[config.mk]
export PLATFORM = sky130hd
export DESIGN_NAME = countdown_timer_mmss
export DESIGN_NICKNAME = d
export VERILOG_FILES = /design/src/design/cdt_pkg.sv /design/src/design/countdown_timer_mmss.sv /design/src/design/cdt_regs.sv /design/src/design/cdt_core.sv
export SDC_FILE = /design/constraint.sdc
export NUM_CORES = 1
export LEC_CHECK = 0
export ABC_AREA = 0
export BUFFER_PORTS_ARGS = -buffer_cell sky130_fd_sc_hd__buf_2
export CAP_MARGIN = 20
export CORE_MARGIN = 8
export CORE_UTILIZATION = 45
export DETAILED_ROUTE_END_ITERATION = 7
export GPL_ROUTABILITY_DRIVEN = 0
export PLACE_DENSITY = 0.67
export SLEW_MARGIN = 15
export SYNTH_ARGS = -nofsm -noshare
export SYNTH_HDL_FRONTEND = slang
export SYNTH_SLANG_ARGS = --single-unit
[constraint.sdc]
create_clock -name clk -period 7.53 [get_ports clk]
set_clock_uncertainty 0.2 [all_clocks]
set_input_delay 0 -clock clk [delete_from_list [all_inputs] [get_ports clk]]
set_output_delay 0 -clock clk [all_outputs]
set_load 0.05 [all_outputs]
[src/design/cdt_pkg.sv]
// Shared types and codes for the mm:ss countdown timer.
// Holds the request and result payload structs, the input, mode and cue codes and the register map.
// No dependencies.
package cdt_pkg;

  // Input function codes
  localparam logic [1:0] FUNC_TICK   = 2'd0;
  localparam logic [1:0] FUNC_TOUCH  = 2'd1;
  localparam logic [1:0] FUNC_REPEAT = 2'd2;

  // Button codes
  localparam logic [3:0] BTN_START = 4'd0;
  localparam logic [3:0] BTN_STOP  = 4'd1;
  localparam logic [3:0] BTN_RESET = 4'd2;
  localparam logic [3:0] BTN_MT_UP = 4'd3;
  localparam logic [3:0] BTN_MO_UP = 4'd4;
  localparam logic [3:0] BTN_MT_DN = 4'd5;
  localparam logic [3:0] BTN_MO_DN = 4'd6;
  localparam logic [3:0] BTN_ST_UP = 4'd7;
  localparam logic [3:0] BTN_SO_UP = 4'd8;
  localparam logic [3:0] BTN_ST_DN = 4'd9;
  localparam logic [3:0] BTN_SO_DN = 4'd10;

  // Mode codes as shown on the result channel
  localparam logic [2:0] MODE_EDIT   = 3'd0;
  localparam logic [2:0] MODE_RUN    = 3'd1;
  localparam logic [2:0] MODE_PAUSE  = 3'd2;
  localparam logic [2:0] MODE_SOUND  = 3'd3;
  localparam logic [2:0] MODE_SILENT = 3'd4;

  // Sound cue codes
  localparam logic [1:0] CUE_NONE  = 2'd0;
  localparam logic [1:0] CUE_CLICK = 2'd1;
  localparam logic [1:0] CUE_BEEP  = 2'd2;

  // Register map
  localparam int unsigned CFG_ADDR_W = 3;
  localparam logic        REG_TPS    = 1'b0;
  localparam logic [15:0] TPS_RESET  = 16'd60;

  typedef struct packed {
    logic [1:0] func;
    logic [3:0] button;
  } in_t;

  typedef struct packed {
    logic [3:0] minutes_tens;
    logic [3:0] minutes_ones;
    logic [2:0] seconds_tens;
    logic [3:0] seconds_ones;
    logic [2:0] mode;
    logic [1:0] sound_cue;
    logic       digits_changed;
    logic       alarm_started;
  } out_t;

endpackage

[src/design/countdown_timer_mmss.sv]
// Top level of the mm:ss countdown timer: input register, timer core, result register.
// Depends on cdt_pkg, cdt_regs and cdt_core.
//
// Usage:
//   Each request on the in_ channel is one tick (func 0) or a button touch or
//   auto-repeat (func 1 or 2) with a button code. Every request yields exactly
//   one result on the out_ channel: the four shown digits, the mode, a sound
//   cue and the digits_changed and alarm_started flags.
//   A request is taken at a clock edge with in_valid high and in_stall low;
//   a result is delivered at an edge with out_valid high and out_stall low.
//   A taken request waits in the input register until the result register
//   can load its result. Throughput: one request per cycle while out_stall
//   is low. The core updates all timer state between the two registers.
//   Stalls: while out_stall holds a result, the input register still takes
//   one more request; in_stall rises only when both registers are full.
//   Configuration: ticks_per_second sits at byte address 0 of the APB-style
//   port; write it only while the timer is idle.
//   Reset (rst_n low, synchronous): edit mode, digits 00:00, counters cleared,
//   ticks_per_second back to 60, both registers empty.
module countdown_timer_mmss (
  input  logic                           clk,
  input  logic                           rst_n,
  input  logic                           in_valid,
  output logic                           in_stall,
  input  cdt_pkg::in_t                   in_data,
  output logic                           out_valid,
  input  logic                           out_stall,
  output cdt_pkg::out_t                  out_data,
  input  logic                           psel,
  input  logic                           penable,
  input  logic                           pwrite,
  input  logic [cdt_pkg::CFG_ADDR_W-1:0] paddr,
  input  logic [31:0]                    pwdata,
  output logic [31:0]                    prdata,
  output logic                           pready
);

  logic          s1_valid_r, s1_valid_nxt;
  cdt_pkg::in_t  s1_item_r;
  logic          out_valid_r, out_valid_nxt;
  cdt_pkg::out_t out_data_r;
  cdt_pkg::out_t core_result;
  logic [15:0]   tps;
  logic          out_load;
  logic          s1_fire;
  logic          in_accept;

  cdt_regs u_regs (
    .clk     (clk),
    .rst_n   (rst_n),
    .psel    (psel),
    .penable (penable),
    .pwrite  (pwrite),
    .paddr   (paddr),
    .pwdata  (pwdata),
    .prdata  (prdata),
    .pready  (pready),
    .tps     (tps)
  );

  cdt_core u_core (
    .clk    (clk),
    .rst_n  (rst_n),
    .fire   (s1_fire),
    .item   (s1_item_r),
    .tps    (tps),
    .result (core_result)
  );

  // Result register loads when empty or when its result leaves this cycle
  assign out_load  = !out_valid_r || !out_stall;
  // Advance the held request into the core and the result register
  assign s1_fire   = s1_valid_r && out_load;
  assign in_stall  = s1_valid_r && !out_load;
  assign in_accept = in_valid && !in_stall;

  assign s1_valid_nxt  = in_accept ? 1'b1 : (s1_fire ? 1'b0 : s1_valid_r);
  assign out_valid_nxt = s1_fire ? 1'b1 : (out_valid_r && out_stall);

  assign out_valid = out_valid_r;
  assign out_data  = out_data_r;

  always_ff @(posedge clk) begin
    if (!rst_n) begin
      s1_valid_r  <= 1'b0;
      out_valid_r <= 1'b0;
    end else begin
      s1_valid_r  <= s1_valid_nxt;
      out_valid_r <= out_valid_nxt;
    end
  end

  // Payload registers: hold unless a new request or result moves in
  always_ff @(posedge clk) begin
    if (in_accept) begin
      s1_item_r <= in_data;
    end
    if (s1_fire) begin
      out_data_r <= core_result;
    end
  end

endmodule

[src/design/cdt_regs.sv]
// Configuration register file of the countdown timer (APB-style slave).
// Holds ticks_per_second; depends on cdt_pkg.
module cdt_regs (
  input  logic                           clk,
  input  logic                           rst_n,
  input  logic                           psel,
  input  logic                           penable,
  input  logic                           pwrite,
  input  logic [cdt_pkg::CFG_ADDR_W-1:0] paddr,
  input  logic [31:0]                    pwdata,
  output logic [31:0]                    prdata,
  output logic                           pready,
  output logic [15:0]                    tps
);

  logic [15:0] tps_r;
  logic [15:0] tps_nxt;
  logic        wr_en;
  logic        sel_tps;

  assign pready  = 1'b1;
  assign sel_tps = (paddr[2] == cdt_pkg::REG_TPS);
  assign wr_en   = psel && penable && pwrite && sel_tps;
  assign tps_nxt = wr_en ? pwdata[15:0] : tps_r;
  assign prdata  = sel_tps ? {16'd0, tps_r} : 32'd0;
  assign tps     = tps_r;

  always_ff @(posedge clk) begin
    if (!rst_n) begin
      tps_r <= cdt_pkg::TPS_RESET;
    end else begin
      tps_r <= tps_nxt;
    end
  end

endmodule

[src/design/cdt_core.sv]
// Timer state and next-state logic: mode, shown digits, set and elapsed seconds.
// Updates state on each request taken from the input register; depends on cdt_pkg.
module cdt_core (
  input  logic          clk,
  input  logic          rst_n,
  input  logic          fire,
  input  cdt_pkg::in_t  item,
  input  logic [15:0]   tps,
  output cdt_pkg::out_t result
);

  typedef enum logic [2:0] {
    ST_EDIT   = cdt_pkg::MODE_EDIT,
    ST_RUN    = cdt_pkg::MODE_RUN,
    ST_PAUSE  = cdt_pkg::MODE_PAUSE,
    ST_SOUND  = cdt_pkg::MODE_SOUND,
    ST_SILENT = cdt_pkg::MODE_SILENT
  } mode_t;

  mode_t       mode_r, mode_nxt;
  logic [3:0]  d0_r, d0_nxt;
  logic [3:0]  d1_r, d1_nxt;
  logic [2:0]  d2_r, d2_nxt;
  logic [3:0]  d3_r, d3_nxt;
  logic [12:0] set_r, set_nxt;
  logic [12:0] elap_r, elap_nxt;
  logic [15:0] sub_r, sub_nxt;
  logic        cnt_r, cnt_nxt;

  logic [1:0]  cue;
  logic        alarm;
  logic        touch;
  logic [15:0] limit;
  logic [15:0] sub_inc;
  logic        sec_adv;
  logic [12:0] elap_inc;
  logic [6:0]  mins;
  logic [5:0]  secs;
  logic [12:0] start_set;

  // Step a digit up or down, wrapping at lim
  function automatic logic [3:0] digit_step(input logic [3:0] d, input logic [3:0] lim,
                                             input logic up);
    if (up) begin
      digit_step = (d >= lim) ? 4'd0 : d + 4'd1;
    end else begin
      digit_step = (d == 4'd0 || d > lim) ? lim : d - 4'd1;
    end
  endfunction

  assign touch     = (item.func == cdt_pkg::FUNC_TOUCH);
  assign limit     = (tps == 16'd0) ? 16'd1 : tps;
  assign sub_inc   = sub_r + 16'd1;
  assign sec_adv   = (sub_inc >= limit);
  assign elap_inc  = elap_r + 13'(sec_adv);
  assign mins      = 7'(d0_r) * 7'd10 + 7'(d1_r);
  assign secs      = 6'(d2_r) * 6'd10 + 6'(d3_r);
  assign start_set = 13'(mins) * 13'd60 + 13'(secs);

  always_comb begin
    mode_nxt = mode_r;
    d0_nxt   = d0_r;
    d1_nxt   = d1_r;
    d2_nxt   = d2_r;
    d3_nxt   = d3_r;
    set_nxt  = set_r;
    elap_nxt = elap_r;
    sub_nxt  = sub_r;
    cnt_nxt  = cnt_r;
    cue      = cdt_pkg::CUE_NONE;
    alarm    = 1'b0;

    case (item.func)
      cdt_pkg::FUNC_TICK: begin
        if (mode_r == ST_RUN) begin
          sub_nxt  = sec_adv ? 16'd0 : sub_inc;
          elap_nxt = elap_inc;
          if (cnt_r) begin
            if (elap_inc >= set_r) begin
              cnt_nxt  = 1'b0;
              d0_nxt   = 4'd0;
              d1_nxt   = 4'd0;
              d2_nxt   = 3'd0;
              d3_nxt   = 4'd0;
              alarm    = 1'b1;
              mode_nxt = ST_SOUND;
            end else if (sec_adv) begin
              // Shown digits track set minus elapsed: count down by one second
              if (d3_r != 4'd0) begin
                d3_nxt = d3_r - 4'd1;
              end else begin
                d3_nxt = 4'd9;
                if (d2_r != 3'd0) begin
                  d2_nxt = d2_r - 3'd1;
                end else begin
                  d2_nxt = 3'd5;
                  if (d1_r != 4'd0) begin
                    d1_nxt = d1_r - 4'd1;
                  end else begin
                    d1_nxt = 4'd9;
                    d0_nxt = d0_r - 4'd1;
                  end
                end
              end
            end
          end
        end
      end
      cdt_pkg::FUNC_TOUCH, cdt_pkg::FUNC_REPEAT: begin
        case (mode_r)
          ST_EDIT: begin
            if (touch && item.button == cdt_pkg::BTN_START) begin
              // Digits already equal the loaded time, so they stay as they are
              cue      = cdt_pkg::CUE_CLICK;
              cnt_nxt  = 1'b1;
              elap_nxt = 13'd0;
              sub_nxt  = 16'd0;
              set_nxt  = start_set;
              if (start_set != 13'd0) begin
                mode_nxt = ST_RUN;
              end
            end else if (touch && item.button == cdt_pkg::BTN_STOP) begin
              cue = cdt_pkg::CUE_BEEP;
            end else if (touch && item.button == cdt_pkg::BTN_RESET) begin
              cue     = cdt_pkg::CUE_CLICK;
              cnt_nxt = 1'b0;
              d0_nxt  = 4'd0;
              d1_nxt  = 4'd0;
              d2_nxt  = 3'd0;
              d3_nxt  = 4'd0;
            end else begin
              case (item.button)
                cdt_pkg::BTN_MT_UP: d0_nxt = digit_step(d0_r, 4'd9, 1'b1);
                cdt_pkg::BTN_MO_UP: d1_nxt = digit_step(d1_r, 4'd9, 1'b1);
                cdt_pkg::BTN_MT_DN: d0_nxt = digit_step(d0_r, 4'd9, 1'b0);
                cdt_pkg::BTN_MO_DN: d1_nxt = digit_step(d1_r, 4'd9, 1'b0);
                cdt_pkg::BTN_ST_UP: d2_nxt = 3'(digit_step({1'b0, d2_r}, 4'd5, 1'b1));
                cdt_pkg::BTN_SO_UP: d3_nxt = digit_step(d3_r, 4'd9, 1'b1);
                cdt_pkg::BTN_ST_DN: d2_nxt = 3'(digit_step({1'b0, d2_r}, 4'd5, 1'b0));
                cdt_pkg::BTN_SO_DN: d3_nxt = digit_step(d3_r, 4'd9, 1'b0);
                default: ;
              endcase
            end
          end
          ST_RUN: begin
            if (touch) begin
              if (item.button == cdt_pkg::BTN_START) begin
                cue = cdt_pkg::CUE_BEEP;
              end else if (item.button == cdt_pkg::BTN_STOP) begin
                cue      = cdt_pkg::CUE_CLICK;
                cnt_nxt  = 1'b0;
                mode_nxt = ST_PAUSE;
              end else if (item.button == cdt_pkg::BTN_RESET) begin
                cue      = cdt_pkg::CUE_CLICK;
                cnt_nxt  = 1'b0;
                d0_nxt   = 4'd0;
                d1_nxt   = 4'd0;
                d2_nxt   = 3'd0;
                d3_nxt   = 4'd0;
                mode_nxt = ST_EDIT;
              end
            end
          end
          ST_PAUSE: begin
            if (touch) begin
              if (item.button == cdt_pkg::BTN_START) begin
                cue      = cdt_pkg::CUE_CLICK;
                cnt_nxt  = 1'b1;
                mode_nxt = ST_RUN;
              end else if (item.button == cdt_pkg::BTN_STOP) begin
                cue = cdt_pkg::CUE_BEEP;
              end else if (item.button == cdt_pkg::BTN_RESET) begin
                cue      = cdt_pkg::CUE_CLICK;
                cnt_nxt  = 1'b0;
                d0_nxt   = 4'd0;
                d1_nxt   = 4'd0;
                d2_nxt   = 3'd0;
                d3_nxt   = 4'd0;
                mode_nxt = ST_EDIT;
              end
            end
          end
          ST_SOUND: begin
            if (touch) begin
              if (item.button == cdt_pkg::BTN_START) begin
                cue = cdt_pkg::CUE_BEEP;
              end else if (item.button == cdt_pkg::BTN_STOP) begin
                cue      = cdt_pkg::CUE_CLICK;
                mode_nxt = ST_SILENT;
              end else if (item.button == cdt_pkg::BTN_RESET) begin
                cue      = cdt_pkg::CUE_CLICK;
                mode_nxt = ST_EDIT;
              end
            end
          end
          default: begin
            if (touch) begin
              if (item.button == cdt_pkg::BTN_START) begin
                cue      = cdt_pkg::CUE_CLICK;
                mode_nxt = ST_SOUND;
              end else if (item.button == cdt_pkg::BTN_STOP) begin
                cue = cdt_pkg::CUE_BEEP;
              end else if (item.button == cdt_pkg::BTN_RESET) begin
                cue      = cdt_pkg::CUE_CLICK;
                cnt_nxt  = 1'b0;
                d0_nxt   = 4'd0;
                d1_nxt   = 4'd0;
                d2_nxt   = 3'd0;
                d3_nxt   = 4'd0;
                mode_nxt = ST_EDIT;
              end
            end
          end
        endcase
      end
      default: ;
    endcase
  end

  always_comb begin
    result.minutes_tens   = d0_nxt;
    result.minutes_ones   = d1_nxt;
    result.seconds_tens   = d2_nxt;
    result.seconds_ones   = d3_nxt;
    result.mode           = mode_nxt;
    result.sound_cue      = cue;
    result.digits_changed = (d0_nxt != d0_r) || (d1_nxt != d1_r) ||
                            (d2_nxt != d2_r) || (d3_nxt != d3_r);
    result.alarm_started  = alarm;
  end

  always_ff @(posedge clk) begin
    if (!rst_n) begin
      mode_r <= ST_EDIT;
      d0_r   <= 4'd0;
      d1_r   <= 4'd0;
      d2_r   <= 3'd0;
      d3_r   <= 4'd0;
      set_r  <= 13'd0;
      elap_r <= 13'd0;
      sub_r  <= 16'd0;
      cnt_r  <= 1'b0;
    end else if (fire) begin
      mode_r <= mode_nxt;
      d0_r   <= d0_nxt;
      d1_r   <= d1_nxt;
      d2_r   <= d2_nxt;
      d3_r   <= d3_nxt;
      set_r  <= set_nxt;
      elap_r <= elap_nxt;
      sub_r  <= sub_nxt;
      cnt_r  <= cnt_nxt;
    end
  end

endmodule

After elaboration in Yosys (flattened, before gate mapping)
Index checks and enable logic that the tools add are counted.
{ "totals": {"ff_bits": 107, "input_bits": 48, "output_inout_bits": 57, "wordCells": 257} }
{ "op_classes": {"add_sub_neg": 14, "mul": 3, "magnitude_cmp": 10, "n_eq_ne": 30, "n_mux": 135, "bitwise_logic": 1, "n_reduce_logical": 42} }
{ "op_table": {"columns": ["op", "count"], "rows": [
  ["$mux W4", 46],
  ["$mux W16", 6],
  ["$mux W3", 32],
  ["$pmux W4 S2", 9],
  ["$mux W13", 3],
  ["$pmux W16 S2", 1],
  ["$pmux W13 S2", 1],
  ["$pmux W3 S2", 4],
  ["$mux W1", 21],
  ["$add A16 B1 Y16 const B", 1],
  ["$eq A4 B3 Y1 const B", 4],
  ["$ge A16 B16 Y1", 1],
  ["$logic_not A16 Y1", 1],
  ["$logic_not A4 Y1", 4],
  ["$mux W2", 8],
  ["$add A13 B1 Y13", 1],
  ["$add A13 B6 Y13", 1],
  ["$ge A13 B13 Y1", 1],
  ["$reduce_bool A13 Y1", 1],
  ["$add A4 B1 Y4 const B", 3],
  ["$eq A4 B4 Y1 const B", 3],
  ["$ge A4 B4 Y1 const B", 3],
  ["$gt A4 B4 Y1 const B", 3],
  ["$ne A4 B4 Y1", 3],
  ["43 further kinds", 74]
]} }

Depth between registers and ports, before layout
{ "depth": {"depth_word": 13, "mapped_depth": 32, "mapped_depth_nobuf": 29} }

Modules after synthesis
From an unflattened synthesis, not the netlist that was laid out.
{ "hier_totals": {"cells_unflattened": 1240, "area_unflattened_um2": 9828.2} }
{ "modules_own_cells": {"columns": ["mod", "instances", "cells_each", "area_each_um2", "seq_area_each_um2"], "rows": [
  ["cdt_core", 1, 1098, 7976.4, 1221.2],
  ["cdt_regs", 1, 106, 927.1, 320.3],
  ["countdown_timer_mmss", 1, 36, 924.6, 880.8]
]} }

Worst setup path after synthesis
OpenSTA, ideal clock, no wires.
{ "synth_timing": {"path_kind": "register -> register", "from": "register u_core.sub_r[0]", "to": "register out_data_r, in the netlist out_data[1], data pin", "setup_ns": 0.278, "arrival_ns": 6.065, "required_ns": 7.052, "setup_slack_ns": 0.987, "stages_incl_launch_ff": 31, "path_buffers": 3, "synth_period_minus_slack_ns": 6.543, "cell_sequence": "dfxtp_1 ha_1 nand3_1 nor2_1 and3_1 and3_1 clkbuf_1 nand3_1 xnor2_1 ha_1 and4_1 a21oi_1 o21a_1 inv_2 ha_1 ha_1 and3_1 and3_1 and3_1 clkbuf_1 nand3_1 xnor2_1 ha_1 nand4_1 or2_1 o22ai_1 or4_1 buf_2 o2bb2ai_1 a2111oi_1 nand4_1"} }
{ "synth_lines": {"columns": ["element", "line_no", "text"], "rows": [
  ["start: declaration", "cdt_core.sv:27", "logic [15:0] sub_r, sub_nxt;"],
  ["start signal: assignment", "cdt_core.sv:251", "sub_r <= sub_nxt;"],
  ["end signal: assignment", "countdown_timer_mmss.sv:99", "out_data_r <= core_result;"],
  ["end: declaration", "countdown_timer_mmss.sv:41", "cdt_pkg::out_t out_data_r;"]
]} }

==> summary.txt <==
Status
  • Run status: completed

Power and ir drop
  • Maximum VDD drop: 0.0990 mV
  • Design Power: 1.56 mW
  • Cell leakage power: 4.37 nW
  • Power density over the cells: 148 mW/mm^2

STA
  • Share of the clock period used by the worst path: 0.928
  • Max frequency: 0.143 GHz
  • Crit path time final: 6980 ps
  • Worst max-slew margin expressed relative to the limit: 0.331
  • Setup repair after global routing missed its margin: no
  • Final Slew Violations: 0
  • Final setup vio count: 0
  • Total negative setup slack: 0 ps
  • Least-Margin Pin Slew: 1000 ps
  • Hold violation total from the final report: 0

Worst setup path
  • FF-to-FF setup slack: 550 ps
  • CP required: 7440 ps
  • CP Max Fanout: 9
  • Type of the worst setup path: reg2reg
  • Arrival time of data at the critical path endpoint: 6890 ps
  • Number of cell instances on the worst register-to-register path: 29
  • Startpoint kind of the worst setup timing path: register
  • Standard cell with the maximum stage delay on the critical path: nor4_4
  • CP peak stage delay: 560 ps
  • Sort of element at the end of the critical path: register

Synth
  • Area share of the leading cell type in the synthesized netlist: 0.165
  • Leading cell type by number of instances after synthesis: nand2_1
  • Primary flip-flop cell chosen by synthesis mapping: dfxtp_1
  • Library cell occupying the most area in the post-synthesis netlist: dfxtp_1
  • Mean Syn Cell Area: 8.07 um^2
  • Synthesized cell area: 0.00957 mm^2
  • Leading post-synthesis cells by cell area: dfxtp_1 17%, ha_1 10%, edfxtp_1 8.8%, a21oi_1 5.0%, nand2_1 4.4%
  • Gate count after technology mapping: 1186
  • Register bit count reported by yosys: 107
  • Synth cell count leaders: 112 x nand2_1, 110 x nor2_1, 95 x a21oi_1, 79 x dfxtp_1, 79 x inv_1
  • Share of synthesized flip-flops with an asynchronous set or reset: 0
  • Number of flops mapped to enable cells by yosys: 28
  • Part of the Yosys area used for sequential elements: 0.253
  • Yosys warnings: 0
  • Yosys cell types: 104

Finish
  • Number of diodes: 0
  • Net count reported at finish: 1376
  • Count of filler cells inserted in the layout: 2024
  • Proportion of layout cells with a drive suffix above 1: 0.122
  • Post-Route Utilization: 0.505
  • Area taken by flip-flops and latches: 0.00242 mm^2
  • Multi-input combinational cell area: 0.00646 mm^2
  • Area growth syn-to-layout: 10.6%

Global routing
  • Maximum number of pins on one net before global-route repair: 39
  • Wire length of the first global-routing pass: 43100 um
  • Vias in the first global route: 8648
  • GRT Total Usage: 0.198
  • Remaining global-route overflow: 0
  • Antenna violations before repair: 0

Floorplanning
  • DIE WIDTH: 162 um
  • Placeable core region: 0.0210 mm^2
  • Area enclosed by the die boundary: 0.0262 mm^2
  • Die Height: 162 um
  • Starting density of the core: 0.456
  • Number of rows in the core area: 53
  • IO Count: 105

Placement
  • Total of buffers placed on input and output ports: 69
  • Detail Placement HPWL: 19000 um

Route
  • Number of antenna-violating nets in the routed design: 0
  • Via density: 5.92
  • Total wire length after detailed routing: 26200 um
  • Via count: 8968
  • DR DRC count: 0
  • Per-cell routed wire length: 17.3 um
  • Number of design-rule violations left by the first detailed-router iteration: 800
  • First-pass DRT Iterations: 6

Job
  • Max-cap violation count: 0

CTS
  • Clock network latency to the later pin of the worst-skew pair: 370 ps
  • Clock buffer count from CTS: 9
  • Root Buffer: clkbuf_16
  • CTS H-tree depth: 3
  • TritonCTS clock tree: yes
  • Clock input transition at the sequential cells of the worst setup and hold paths: 90 ps
  • Number of buffers between clock root and the deepest sink: 2
  • CTS sink count: 107

Min path
  • Worst hold-check path type: in2reg
  • Hold Path Stages: 4
path summary, 6_finish.rpt:
kind              startpoint         endpoint
min                   pwrite   u_regs.tps[13]
max          u_core.sub_r[2]      out_data[1]
min reg2reg  u_core.set_r[4]  u_core.set_r[4]
max reg2reg  u_core.sub_r[2]      out_data[1]
logic make-up (layout without fill, tap and decap cells):
kind of cell             count (synthesis)  in the layout  synth area share
XOR/XNOR                                51             51            0.0467
flip-flops                             107            107             0.253
multiplexers                             1              1           0.00105
other                                    2             17          0.000785
adder cells (fa/ha/maj)                 92             92             0.132
AND/OR/NAND/NOR                        407            407             0.223
buffers and inverters                  167            207            0.0800
AO/OA/AOI/OAI                          359            359             0.263
layout make-up:
| class | instances | area share |
|---|---|---|
| well taps | 275 | 0.0325 |
| flip-flops and latches | 107 | 0.229 |
| multi-input cells | 927 | 0.611 |
| inverters | 81 | 0.0287 |
| repair buffers | 110 | 0.0688 |
| clock buffers | 9 | 0.0213 |
| clock inverters | 7 | 0.00864 |
per-stage QoR:
| stage | hold WS [ps] | setup WS, ps | cells | area [um^2] |
|---|---|---|---|---|
| floorplan | -101 | 987 | 1201 | 9620 |
| global placement | -22.8 | 348 | 1468 | 9920 |
| detailed placement | -20.3 | 165 | 1468 | 9920 |
| CTS | 123 | 93.4 | 1514 | 10500 |
| global route | 143 | 8.00 | 1516 | 10600 |
| finish | 131 | 545 | 1516 | 10600 |
what timing repair did:
item,4_1_cts,5_1_grt
hold endpoints to repair,39,0
setup endpoints to repair,0,26
resized for setup,0,12
hold buffers,30,0
setup buffers,0,2
layer usage:
metal  routed length [um]  up-vias  GRT usage
met2                11700      347      0.313
li1                     -     4376          -
met4                  632        0     0.0732
met1                11800     4192      0.264
met5                    0        -          0
met3                 2030       53     0.0377
where the power goes:
part	switching, mW	internal (mW)	total [mW]
logic	0.273	0.148	0.422
clock network	0.265	0.241	0.506
registers	0.0268	0.606	0.633
sequential cells by signal (all words and copies together), names as in the netlist:
name	cells
u_core.mode_r	3
u_core.elap_r	13
u_core.d3_r	4
u_core.d2_r	3
s1_valid_r	1
u_core.cnt_r	1
s1_item_r	6
out_valid	1
out_data	22
u_regs.tps	16
u_core.sub_r	16
u_core.set_r	13
u_core.d0_r	4
u_core.d1_r	4
worst max-delay path, delay by kind of cell (launching register included):
kind / cells / cell delay [ps]
XOR/XNOR: 2 / 370
AND/OR/NAND/NOR: 13 / 3030
flip-flops: 1 / 430
AO/OA/AOI/OAI: 8 / 1330
buffers and inverters: 2 / 320
adder cells (fa/ha/maj): 4 / 1020
cell usage in the layout (no fill, tap or decap), types with 27 or more instances in the layout:
cell,n
a21oi_1,95
o21ai_0,64
ha_1,76
nor2_1,109
dfxtp_1,78
xor2_1,27
dlygate4sd3_1,30
buf_2,69
inv_1,77
edfxtp_1,28
nand3_1,31
nand2_1,112
Note: power is estimated with default switching activity, not from simulation.
